File: src/design/mlbc_pkg.sv
package mlbc_pkg;

    // number of LED channels and the bits shown on the result
    localparam int LED_COUNT = 2;
    localparam int OUT_BITS  = 2;

    localparam int LED_IDX_W = 4;
    localparam int TIME_W    = 16;
    localparam int ELAPSED_W = 17;

    localparam logic [TIME_W-1:0]    FOREVER_COUNT = '1;
    localparam logic [ELAPSED_W-1:0] ELAPSED_MAX   = '1;

    typedef enum logic [1:0] {
        CMD_TICK  = 2'd0,
        CMD_ON    = 2'd1,
        CMD_OFF   = 2'd2,
        CMD_BLINK = 2'd3
    } cmd_t;

    // command as seen by every LED channel
    typedef struct packed {
        cmd_t              cmd;
        logic [TIME_W-1:0] on_time;
        logic [TIME_W-1:0] off_time;
        logic [TIME_W-1:0] repeat_count;
    } mlbc_op_t;

    // per-channel status after the item is applied
    typedef struct packed {
        logic level;
        logic running;
    } mlbc_led_stat_t;

endpackage

File: src/design/multi_led_blink_controller_top.sv
// channel  | direction | payload
// ---------+-----------+---------------------------------------------------
// s_       | in        | cmd, led, all_leds, on_time, off_time, repeat_count
// m_       | out       | led_levels, blinking_mask (one item per input item)
//
// One item per cycle sustained while m_ready is high. An accepted item goes
// into the input register; when it advances, the LED channels update and the
// result register loads the result, which then shows as valid.
// Reset (aresetn low, synchronous) darkens every LED, stops all blinking and
// empties both registers. A stall on m_ready holds the result; the input
// register still takes one more item, then s_ready drops.
module multi_led_blink_controller_top (
    input  logic                              aclk,
    input  logic                              aresetn,
    input  logic                              s_valid,
    output logic                              s_ready,
    input  logic [1:0]                        s_cmd,
    input  logic [mlbc_pkg::LED_IDX_W-1:0]    s_led,
    input  logic                              s_all_leds,
    input  logic [mlbc_pkg::TIME_W-1:0]       s_on_time,
    input  logic [mlbc_pkg::TIME_W-1:0]       s_off_time,
    input  logic [mlbc_pkg::TIME_W-1:0]       s_repeat_count,
    output logic                              m_valid,
    input  logic                              m_ready,
    output logic [mlbc_pkg::OUT_BITS-1:0]     m_led_levels,
    output logic [mlbc_pkg::OUT_BITS-1:0]     m_blinking_mask
);

    logic                               in_valid_reg;
    mlbc_pkg::mlbc_op_t                 op_reg, op_next;
    logic [mlbc_pkg::LED_IDX_W-1:0]     led_reg;
    logic                               all_reg;
    logic                               out_valid_reg;
    logic [mlbc_pkg::OUT_BITS-1:0]      levels_reg, levels_next;
    logic [mlbc_pkg::OUT_BITS-1:0]      mask_reg,   mask_next;
    logic                               advance;
    logic                               accept;
    mlbc_pkg::mlbc_led_stat_t           stat [mlbc_pkg::LED_COUNT];
    logic [mlbc_pkg::LED_COUNT-1:0]     sel;

    // handshake
    assign advance = in_valid_reg && (!out_valid_reg || m_ready);
    assign s_ready = !in_valid_reg || advance;
    assign accept  = s_valid && s_ready;

    assign op_next.cmd          = mlbc_pkg::cmd_t'(s_cmd);
    assign op_next.on_time      = s_on_time;
    assign op_next.off_time     = s_off_time;
    assign op_next.repeat_count = s_repeat_count;

    // input register
    always_ff @(posedge aclk) begin
        if (!aresetn) begin
            in_valid_reg <= 1'b0;
        end else if (accept) begin
            in_valid_reg <= 1'b1;
        end else if (advance) begin
            in_valid_reg <= 1'b0;
        end
    end

    always_ff @(posedge aclk) begin
        if (accept) begin
            op_reg  <= op_next;
            led_reg <= s_led;
            all_reg <= s_all_leds;
        end
    end

    // LED channels
    for (genvar i = 0; i < mlbc_pkg::LED_COUNT; i++) begin : g_led
        // all_leds applies to on and off only
        assign sel[i] = (led_reg == mlbc_pkg::LED_IDX_W'(i))
                        || (all_reg && (op_reg.cmd != mlbc_pkg::CMD_BLINK));

        mlbc_led_unit u_led (
            .aclk      (aclk),
            .aresetn   (aresetn),
            .step      (advance),
            .op        (op_reg),
            .sel       (sel[i]),
            .stat_next (stat[i])
        );
    end

    // result bits for the shown LEDs
    for (genvar j = 0; j < mlbc_pkg::OUT_BITS; j++) begin : g_out
        if (j < mlbc_pkg::LED_COUNT) begin : g_used
            assign levels_next[j] = stat[j].level;
            assign mask_next[j]   = stat[j].running;
        end else begin : g_unused
            assign levels_next[j] = 1'b0;
            assign mask_next[j]   = 1'b0;
        end
    end

    // result register
    always_ff @(posedge aclk) begin
        if (!aresetn) begin
            out_valid_reg <= 1'b0;
        end else if (advance) begin
            out_valid_reg <= 1'b1;
        end else if (m_ready) begin
            out_valid_reg <= 1'b0;
        end
    end

    always_ff @(posedge aclk) begin
        if (advance) begin
            levels_reg <= levels_next;
            mask_reg   <= mask_next;
        end
    end

    assign m_valid         = out_valid_reg;
    assign m_led_levels    = levels_reg;
    assign m_blinking_mask = mask_reg;

    // a result appears only after an item left the input register
    a_result_from_advance: assert property (@(posedge aclk) disable iff (!aresetn)
        $rose(out_valid_reg) |-> $past(advance))
        else $error("result valid without an advanced item");

    // an empty input register always takes an item
    a_ready_when_empty: assert property (@(posedge aclk) disable iff (!aresetn)
        !in_valid_reg |-> s_ready)
        else $error("input register empty but not ready");

    // a stalled result keeps the input register from advancing
    a_no_advance_on_stall: assert property (@(posedge aclk) disable iff (!aresetn)
        (out_valid_reg && !m_ready) |-> !advance)
        else $error("advance while result stalled");

endmodule

File: src/design/mlbc_led_unit.sv
module mlbc_led_unit (
    input  logic                       aclk,
    input  logic                       aresetn,
    input  logic                       step,
    input  mlbc_pkg::mlbc_op_t         op,
    input  logic                       sel,
    output mlbc_pkg::mlbc_led_stat_t   stat_next
);

    logic                           level_reg,   level_next;
    logic                           phase_reg,   phase_next;
    logic                           running_reg, running_next;
    logic [mlbc_pkg::TIME_W-1:0]    lit_reg,     lit_next;
    logic [mlbc_pkg::TIME_W-1:0]    dark_reg,    dark_next;
    logic [mlbc_pkg::ELAPSED_W-1:0] elapsed_reg, elapsed_next;
    logic [mlbc_pkg::TIME_W-1:0]    remain_reg,  remain_next;

    logic                        same_blink;
    logic [mlbc_pkg::TIME_W-1:0] remain_dec;

    assign same_blink = (lit_reg == op.on_time) && (dark_reg == op.off_time)
                        && (remain_reg == op.repeat_count);

    // count down unless forever or already exhausted
    assign remain_dec = ((remain_reg != mlbc_pkg::FOREVER_COUNT) && (remain_reg != '0))
                        ? remain_reg - 1'b1 : remain_reg;

    // next state for one item
    always_comb begin
        level_next   = level_reg;
        phase_next   = phase_reg;
        running_next = running_reg;
        lit_next     = lit_reg;
        dark_next    = dark_reg;
        elapsed_next = elapsed_reg;
        remain_next  = remain_reg;
        unique case (op.cmd)
            mlbc_pkg::CMD_TICK: begin
                if (running_reg) begin
                    if (phase_reg) begin
                        if (elapsed_reg >= {1'b0, lit_reg}) begin
                            phase_next   = 1'b0;
                            elapsed_next = '0;
                        end
                    end else if (elapsed_reg >= {1'b0, dark_reg}) begin
                        remain_next = remain_dec;
                        if (remain_dec == '0) begin
                            running_next = 1'b0;
                        end else begin
                            phase_next   = 1'b1;
                            elapsed_next = '0;
                        end
                    end
                    // saturating phase timer
                    if (elapsed_next != mlbc_pkg::ELAPSED_MAX) begin
                        elapsed_next = elapsed_next + 1'b1;
                    end
                    level_next = phase_next;
                end
            end
            mlbc_pkg::CMD_ON, mlbc_pkg::CMD_OFF: begin
                if (sel) begin
                    running_next = 1'b0;
                    level_next   = (op.cmd == mlbc_pkg::CMD_ON);
                end
            end
            mlbc_pkg::CMD_BLINK: begin
                if (sel && !same_blink) begin
                    lit_next     = op.on_time;
                    dark_next    = op.off_time;
                    elapsed_next = '0;
                    // zero repeats only refreshes the periods and restarts the phase timer
                    if (op.repeat_count != '0) begin
                        remain_next  = op.repeat_count;
                        running_next = 1'b1;
                        phase_next   = 1'b1;
                        level_next   = 1'b1;
                    end
                end
            end
            default: ;
        endcase
    end

    always_ff @(posedge aclk) begin
        if (!aresetn) begin
            level_reg   <= 1'b0;
            phase_reg   <= 1'b0;
            running_reg <= 1'b0;
            lit_reg     <= '0;
            dark_reg    <= '0;
            elapsed_reg <= '0;
            remain_reg  <= '0;
        end else if (step) begin
            level_reg   <= level_next;
            phase_reg   <= phase_next;
            running_reg <= running_next;
            lit_reg     <= lit_next;
            dark_reg    <= dark_next;
            elapsed_reg <= elapsed_next;
            remain_reg  <= remain_next;
        end
    end

    assign stat_next.level   = level_next;
    assign stat_next.running = running_next;

endmodule

File: config.mk
export PLATFORM = sky130hd
export DESIGN_NAME = multi_led_blink_controller_top
export DESIGN_NICKNAME = d
export VERILOG_FILES = /design/src/design/mlbc_pkg.sv /design/src/design/multi_led_blink_controller_top.sv /design/src/design/mlbc_led_unit.sv
export SDC_FILE = /design/constraint.sdc
export NUM_CORES = 1
export LEC_CHECK = 0
export ABC_CLOCK_PERIOD_IN_PS = 4500
export BUFFER_PORTS_ARGS = -buffer_cell sky130_fd_sc_hd__buf_2
export CAP_MARGIN = 20
export CORE_MARGIN = 5
export CORE_UTILIZATION = 35
export DETAILED_ROUTE_END_ITERATION = 8
export GPL_ROUTABILITY_DRIVEN = 0
export HOLD_SLACK_MARGIN = 0.02
export PLACE_DENSITY = 0.59
export SKIP_LAST_GASP = 1
export SLEW_MARGIN = 20
export SYNTH_ARGS = -nofsm -noshare
export SYNTH_HDL_FRONTEND = slang
export SYNTH_SLANG_ARGS = --single-unit
File: constraint.sdc
create_clock -name aclk -period 4.5 [get_ports aclk]
set_input_delay 0 -clock aclk [delete_from_list [all_inputs] [get_ports aclk]]
set_output_delay 0 -clock aclk [all_outputs]
set_load 0.05 [all_outputs]
# After elaboration in Yosys (flattened, before gate mapping)
# Index checks and enable logic that the tools add are counted.
[word_totals] in_bits=59 elab_cells=170 regBits=197 output_inout_bits=6
[classes] n_eq_ne=24 magnitude_cmp=4 n_addsub=4 reduce_logical=38 n_mux=76
[ops] op="$mux 17" count=18
[ops] op="$mux 16" count=11
[ops] op="$eq 16x16->1" count=6
[ops] op="$ge 17x16->1" count=4
[ops] op="$pmux 17 s2" count=2
[ops] op="$pmux 16 s2" count=2
[ops] op="$reduce_bool 16->1" count=3
[ops] op="$mux 1" count=37
[ops] op="$add 17x1->17 const B" count=2
[ops] op="$ne 17x17->1 const B" count=2
[ops] op="$logic_not 16->1" count=2
[ops] op="$ne 16x16->1 const B" count=2
[ops] op="$sub 16x1->16 const B" count=2
[ops] op="$ne 2x1->1 const B" count=7
[ops] op="$reduce_and 7->1" count=2
[ops] op="$pmux 1 s3" count=4
[ops] op="$logic_and 1x1->1" count=11
[ops] op="$reduce_and 5->1" count=2
[ops] op="$reduce_and 4->1" count=2
[ops] op="$ne 2x2->1 const B" count=3
[ops] op="$reduce_and 3->1" count=2
[ops] op="$reduce_bool 2->1" count=3
[ops] op="$eq 2x2->1 const B" count=2
[ops] op="$eq 4x1->1 const B" count=1
[ops] op="other kinds (7)" count=14

# Logic depth before layout (Yosys ltp)
[logic_depth] depth_word=13 depth_mapped=20 depth_no_buf=18

# By module
# From an unflattened synthesis, not the netlist that was laid out.
[hier_totals] hier_cells=1399 hier_area_um2=12414.4
[by_module_without_submodules] module="mlbc_led_unit (g_led[0].u_led)" n_inst=1 seq_area_each_um2=1361.3 cells_each=680 area_each_um2=5410.2
[by_module_without_submodules] module="mlbc_led_unit (g_led[1].u_led)" n_inst=1 seq_area_each_um2=1361.3 cells_each=646 area_each_um2=5103.6
[by_module_without_submodules] module="multi_led_blink_controller_top" n_inst=1 seq_area_each_um2=1811.7 cells_each=73 area_each_um2=1900.6

# Least setup slack after synthesis
# OpenSTA, ideal clock, no wires.
[synth_timing] kind="register to register" startpoint="reg g_led[1].u_led.remain_reg[0] (netlist name)" endpoint="reg g_led[1].u_led.elapsed_reg[12] (netlist name)" n_path_buf=3 required_ns=4.426 synth_period_minus_slack_ns=4.387 setup_time_ns=0.074 arrival_ns=4.313 stages_incl_launch_ff=20 setup_slack_ns=0.113 path_cell_list="dfxtp_1 > inv_1 > ha_1 > buf_2 > or4b_1 > buf_6 > nor4_4 > nor2_2 > buf_6 > a311oi_4 > o21ai_2 > o31a_1 > nor3_1 > ha_1 > and3_1 > nand4_1 > and2_1 > nor3b_1 > or3b_1 > a31oi_1"
[synth_via] elab_chain_len=13 elab_cells_between_ends=22 cone_classes="2 x add/sub; 4 x eq/ne; 9 x mux; 7 x reduce/logical"
[synth_rtl] element="start: declaration" line_no="mlbc_led_unit.sv:16" source="logic [mlbc_pkg::TIME_W-1:0] remain_reg, remain_next;"
[synth_rtl] element="start signal: assignment" line_no="mlbc_led_unit.sv:101" source="remain_reg <= remain_next;"
[synth_rtl] element="parallel branches: the longest is 13 deep, another holds $add 17x1->17"
[synth_rtl] element="end signal: assignment" line_no="mlbc_led_unit.sv:100" source="elapsed_reg <= elapsed_next;"
[synth_rtl] element="end: declaration" line_no="mlbc_led_unit.sv:15" source="logic [mlbc_pkg::ELAPSED_W-1:0] elapsed_reg, elapsed_next;"
# Parallel ways; which one is timed is not known. The select of a mux whose other input is x is not followed.
# A chain may end at the register's enable or synchronous reset.

# Worst setup path in the final report
# Ends and elaborated chain as after synthesis.

==> impl_metrics.ini <==
[run_status]
run_status = complete, no violations

[final_layout]
finalNetCount = 1628
largest_register_ffs = 50
stdcell_count = 1965
fin_area_mm2 = 0.0143
area_delta_synth_final_pct = 18.2
post-route-util = 0.416
drive_gt1_frac = 0.129

[clocking]
clock_latency_ns = 0.47
clk_pin_slew_ns = 0.08
cts.sinks = 197
ctsRootBufferMaster = clkbuf_16
cts_made_buffers = 17
htree_levels = 4
cts_buffer_depth = 2
cts_tree = done

[place]
placed_cells = 1871
hpwlAfterDp_mm = 27.3
placed_area_mm2 = 0.0130
port_buffers = 64

[pwr]
combPwrFrac = 0.220
p_per_area_mw_per_mm2 = 324
clockPowerShare = 0.352
p_int_mw = 3.11
power_leakage_nw = 5.33
ir_drop_uv = 295
pwr-share-seq = 0.428
swShare = 0.328
power_switching_mw = 1.52

[sta]
drv_slew = 0
hold_viol_final = 0
fin_crit_sh = 0.962
period_minus_slack_ns = 4.33
setup_viol_count_final = 0
slew-limit-headroom = 0.488
fin_tns_setup_ns = 0
worstMarginPinSlew_ns = 0.761
fmax_mhz = 231
skew_ns = 0.0188

[logic_synthesis]
avgSynthCellArea_um2 = 8.73
synth_async_sr_flop_share = 0
synth.lib_cells_used.distinct = 83
ys_ff_latch = 197
synthCells = 1385
synth_edf_count = 59
syn_area_mm2 = 0.0121
synthFlopType = dfxtp_1
syn_nets = 1517
yosysWarnings = 0
seq_area_frac_synth = 0.375

[critical_path]
critical_path_class = reg2reg
critPathRequiredTime_ns = 4.90
cp_cell_sequence = inv_1, ha_1, or4b_1, buf_4, or3_1, o31ai_1, o311ai_2, o31a_1, nor3_2, ha_2, and3_2, nand4_1, and2_1, nor3b_2, or3b_1, a31oi_1
ff2ff_setup_slack_ns = 0.17
crit_arrival_ns = 4.73
r2r_cells = 16
crit_buf_inv = 2
crit_fanout = 8
cp_top_family = simple AND/OR/NAND/NOR gates
start_kind = flip-flop
slowest_stage = or4b_1
regToRegEndpoint = g_led[1].u_led.elapsed_reg[12]
path_depth = 16
critPathMaxStageDelay_ns = 0.51
rr_startpoint = g_led[1].u_led.remain_reg[0]
worstSetupEndpointType = flip-flop

[die]
die_w_um = 196
start_util = 0.352
rows = 68
core_mm2 = 0.0344
die_y_um = 196
io_pins = 65
die_area_mm2 = 0.0384

[routing]
vias_per_cell = 5.39
drtIter0Drc = 951
ant_nets = 0
wl_mm = 37.2
wl_per_cell_um = 18.9
drc = 0
firstDrtPassIters = 5
vias = 10600

[global_route]
grt_max_degree = 72
antenna_found_initial = 2
overflow = 0
grt_usage = 0.190
grt_pass1_vias = 9964
grt_pass1_wl_mm = 57.3

[hold_path]
holdPathStages = 2
min-delay-start = aresetn
min_to = g_led[0].u_led.remain_reg[12]
worstHoldPathType = in2reg

[flow_run]
cap_violations = 0
[cells by family after synthesis]
group                    count (synthesis)  synth area share
AO/OA/AOI/OAI                          322             0.176
adder cells (fa/ha/maj)                 74            0.0763
AND/OR/NAND/NOR                        476             0.210
buffers and inverters                  175            0.0568
multiplexers                            39            0.0323
XOR/XNOR                               102            0.0745
flip-flops                             197             0.375
[metrics by stage]
stage / power [mW] / worst slack [ns] / hold slack [ns]
CTS: 4.61 / 0.0337 / 0.0556
floorplan: 2.65 / 0.113 / 0.0989
global placement: 2.94 / 0.182 / 0.176
global route: 4.83 / -0.0489 / 0.0833
detailed placement: 2.94 / -0.0337 / 0.178
finish: 4.63 / 0.171 / 0.0692
[worst register-to-register path: cells and delay by family, from the launching register on]
| family | cells | cell delay (ns) |
|---|---|---|
| compound gates | 4 | 0.92 |
| flops | 1 | 0.40 |
| fa+ha+maj | 2 | 0.41 |
| buf+inv | 2 | 0.31 |
| simple gates | 8 | 2.22 |
[placed cells by master (no fill, tap or decap), types with 5 or more instances in the layout]
cell | netlist | routed
a211oi_1 | 8 | 8
a21boi_0 | 18 | 18
a21o_1 | 22 | 22
a21oi_1 | 97 | 96
a31oi_1 | 27 | 27
a32oi_1 | 5 | 5
and2_1 | 18 | 17
and3_1 | 13 | 11
buf_2 | 6 | 64
buf_4 | 0 | 43
clkbuf_16 | 0 | 18
dfxtp_1 | 138 | 137
dlygate4sd3_1 | 0 | 58
edfxtp_1 | 59 | 59
ha_1 | 73 | 70
inv_1 | 101 | 102
inv_8 | 0 | 5
mux2i_1 | 39 | 39
nand2_1 | 88 | 88
nand2b_1 | 6 | 6
nand3_1 | 35 | 34
nand4_1 | 41 | 41
nor2_1 | 95 | 94
nor2b_1 | 73 | 73
nor3_1 | 24 | 21
nor3b_1 | 7 | 6
nor4_1 | 33 | 33
o211ai_1 | 6 | 6
o21a_1 | 5 | 5
o21ai_0 | 61 | 60
o221a_2 | 11 | 11
o22ai_1 | 5 | 5
o31ai_1 | 7 | 7
or2_2 | 6 | 6
or3_1 | 10 | 10
or4_1 | 5 | 5
xnor2_1 | 50 | 50
xor2_1 | 51 | 51
[cells in the mapped netlist, types with 4 or more instances]
cell type  count  share of area
a21boi_0      18          0.011
mux2i_1       39          0.032
and2_1        18         0.0093
inv_1        101          0.031
or2_2          6         0.0031
nor4_1        33          0.017
o221a_2       11          0.010
and4_1         4         0.0029
nand3b_1       4         0.0025
nor3b_1        7         0.0043
a21oi_1       97          0.040
or3_1         10         0.0052
edfxtp_1      59           0.15
nor2_1        95          0.029
nand2_1       88          0.027
a31oi_1       27          0.014
nand4_1       41          0.021
xor2_1        51          0.037
a22o_1         4         0.0029
o22ai_1        5         0.0026
a31o_2         4         0.0029
dfxtp_1      138           0.23
and3_1        13         0.0067
o21ai_0       61          0.025
xnor2_1       50          0.036
nand3_1       35          0.014
a211oi_1       8         0.0050
or4_1          5         0.0031
nor2b_1       73          0.038
nor3_1        24         0.0099
o31ai_1        7         0.0043
ha_1          73          0.075
a21o_1        22          0.014
clkbuf_1      64          0.020
nand2b_1       6         0.0031
o211ai_1       6         0.0037
buf_2          6         0.0025
o21ai_1        4         0.0017
o21a_1         5         0.0031
a32oi_1        5         0.0036
[layout make-up]
class / instances / area [µm²]
Antenna cell: 1 / 2.50
Clock buffer: 19 / 464
Clock inverter: 13 / 151
Fill cell: 3413 / 20100
Inverter: 102 / 383
Multi-Input combinational cell: 1013 / 6960
Sequential cell: 197 / 4540
Tap cell: 455 / 569
Timing Repair Buffer: 165 / 1220
[repair_timing]
action                                  CTS  global route
endpoints found under the hold margin    57             0
pin swaps                                 0             3
setup buffers                             0             3
resized for setup                         1            16
hold buffers                             58             0
endpoints found under the setup margin    2            16
[metal layers]
layer | part of all wire | vias up | GRT usage
li1 | - | 5178 | -
met1 | 0.45 | 4975 | 0.259
met2 | 0.47 | 372 | 0.306
met3 | 0.059 | 63 | 0.0349
met4 | 0.027 | 2 | 0.0605
met5 | 0.00021 | - | 0
[how the worst max path moves through the flow]
stage	startpoint	to	slack, ns
finish	g_led[1].u_led.remain_reg[0]	g_led[1].u_led.elapsed_reg[12]	0.17
global route	g_led[1].u_led.remain_reg[0]	g_led[1].u_led.elapsed_reg[12]	-0.05
CTS	g_led[0].u_led.remain_reg[1]	g_led[0].u_led.elapsed_reg[15]	0.03
detailed placement	g_led[0].u_led.remain_reg[1]	g_led[0].u_led.elapsed_reg[11]	-0.03
global placement	g_led[0].u_led.remain_reg[1]	g_led[0].u_led.elapsed_reg[15]	0.18
floorplan	g_led[1].u_led.remain_reg[0]	g_led[1].u_led.elapsed_reg[12]	0.11
[power by group through the flow]
stage	logic [mW]	registers (mW)	clock network [mW]
finish	1.02	1.98	1.63
global route	1.10	1.99	1.74
CTS	0.965	1.98	1.67
detailed placement	0.918	2.02	0
global placement	0.920	2.02	0
floorplan	0.675	1.98	0
(Power assumes the default switching activity.)
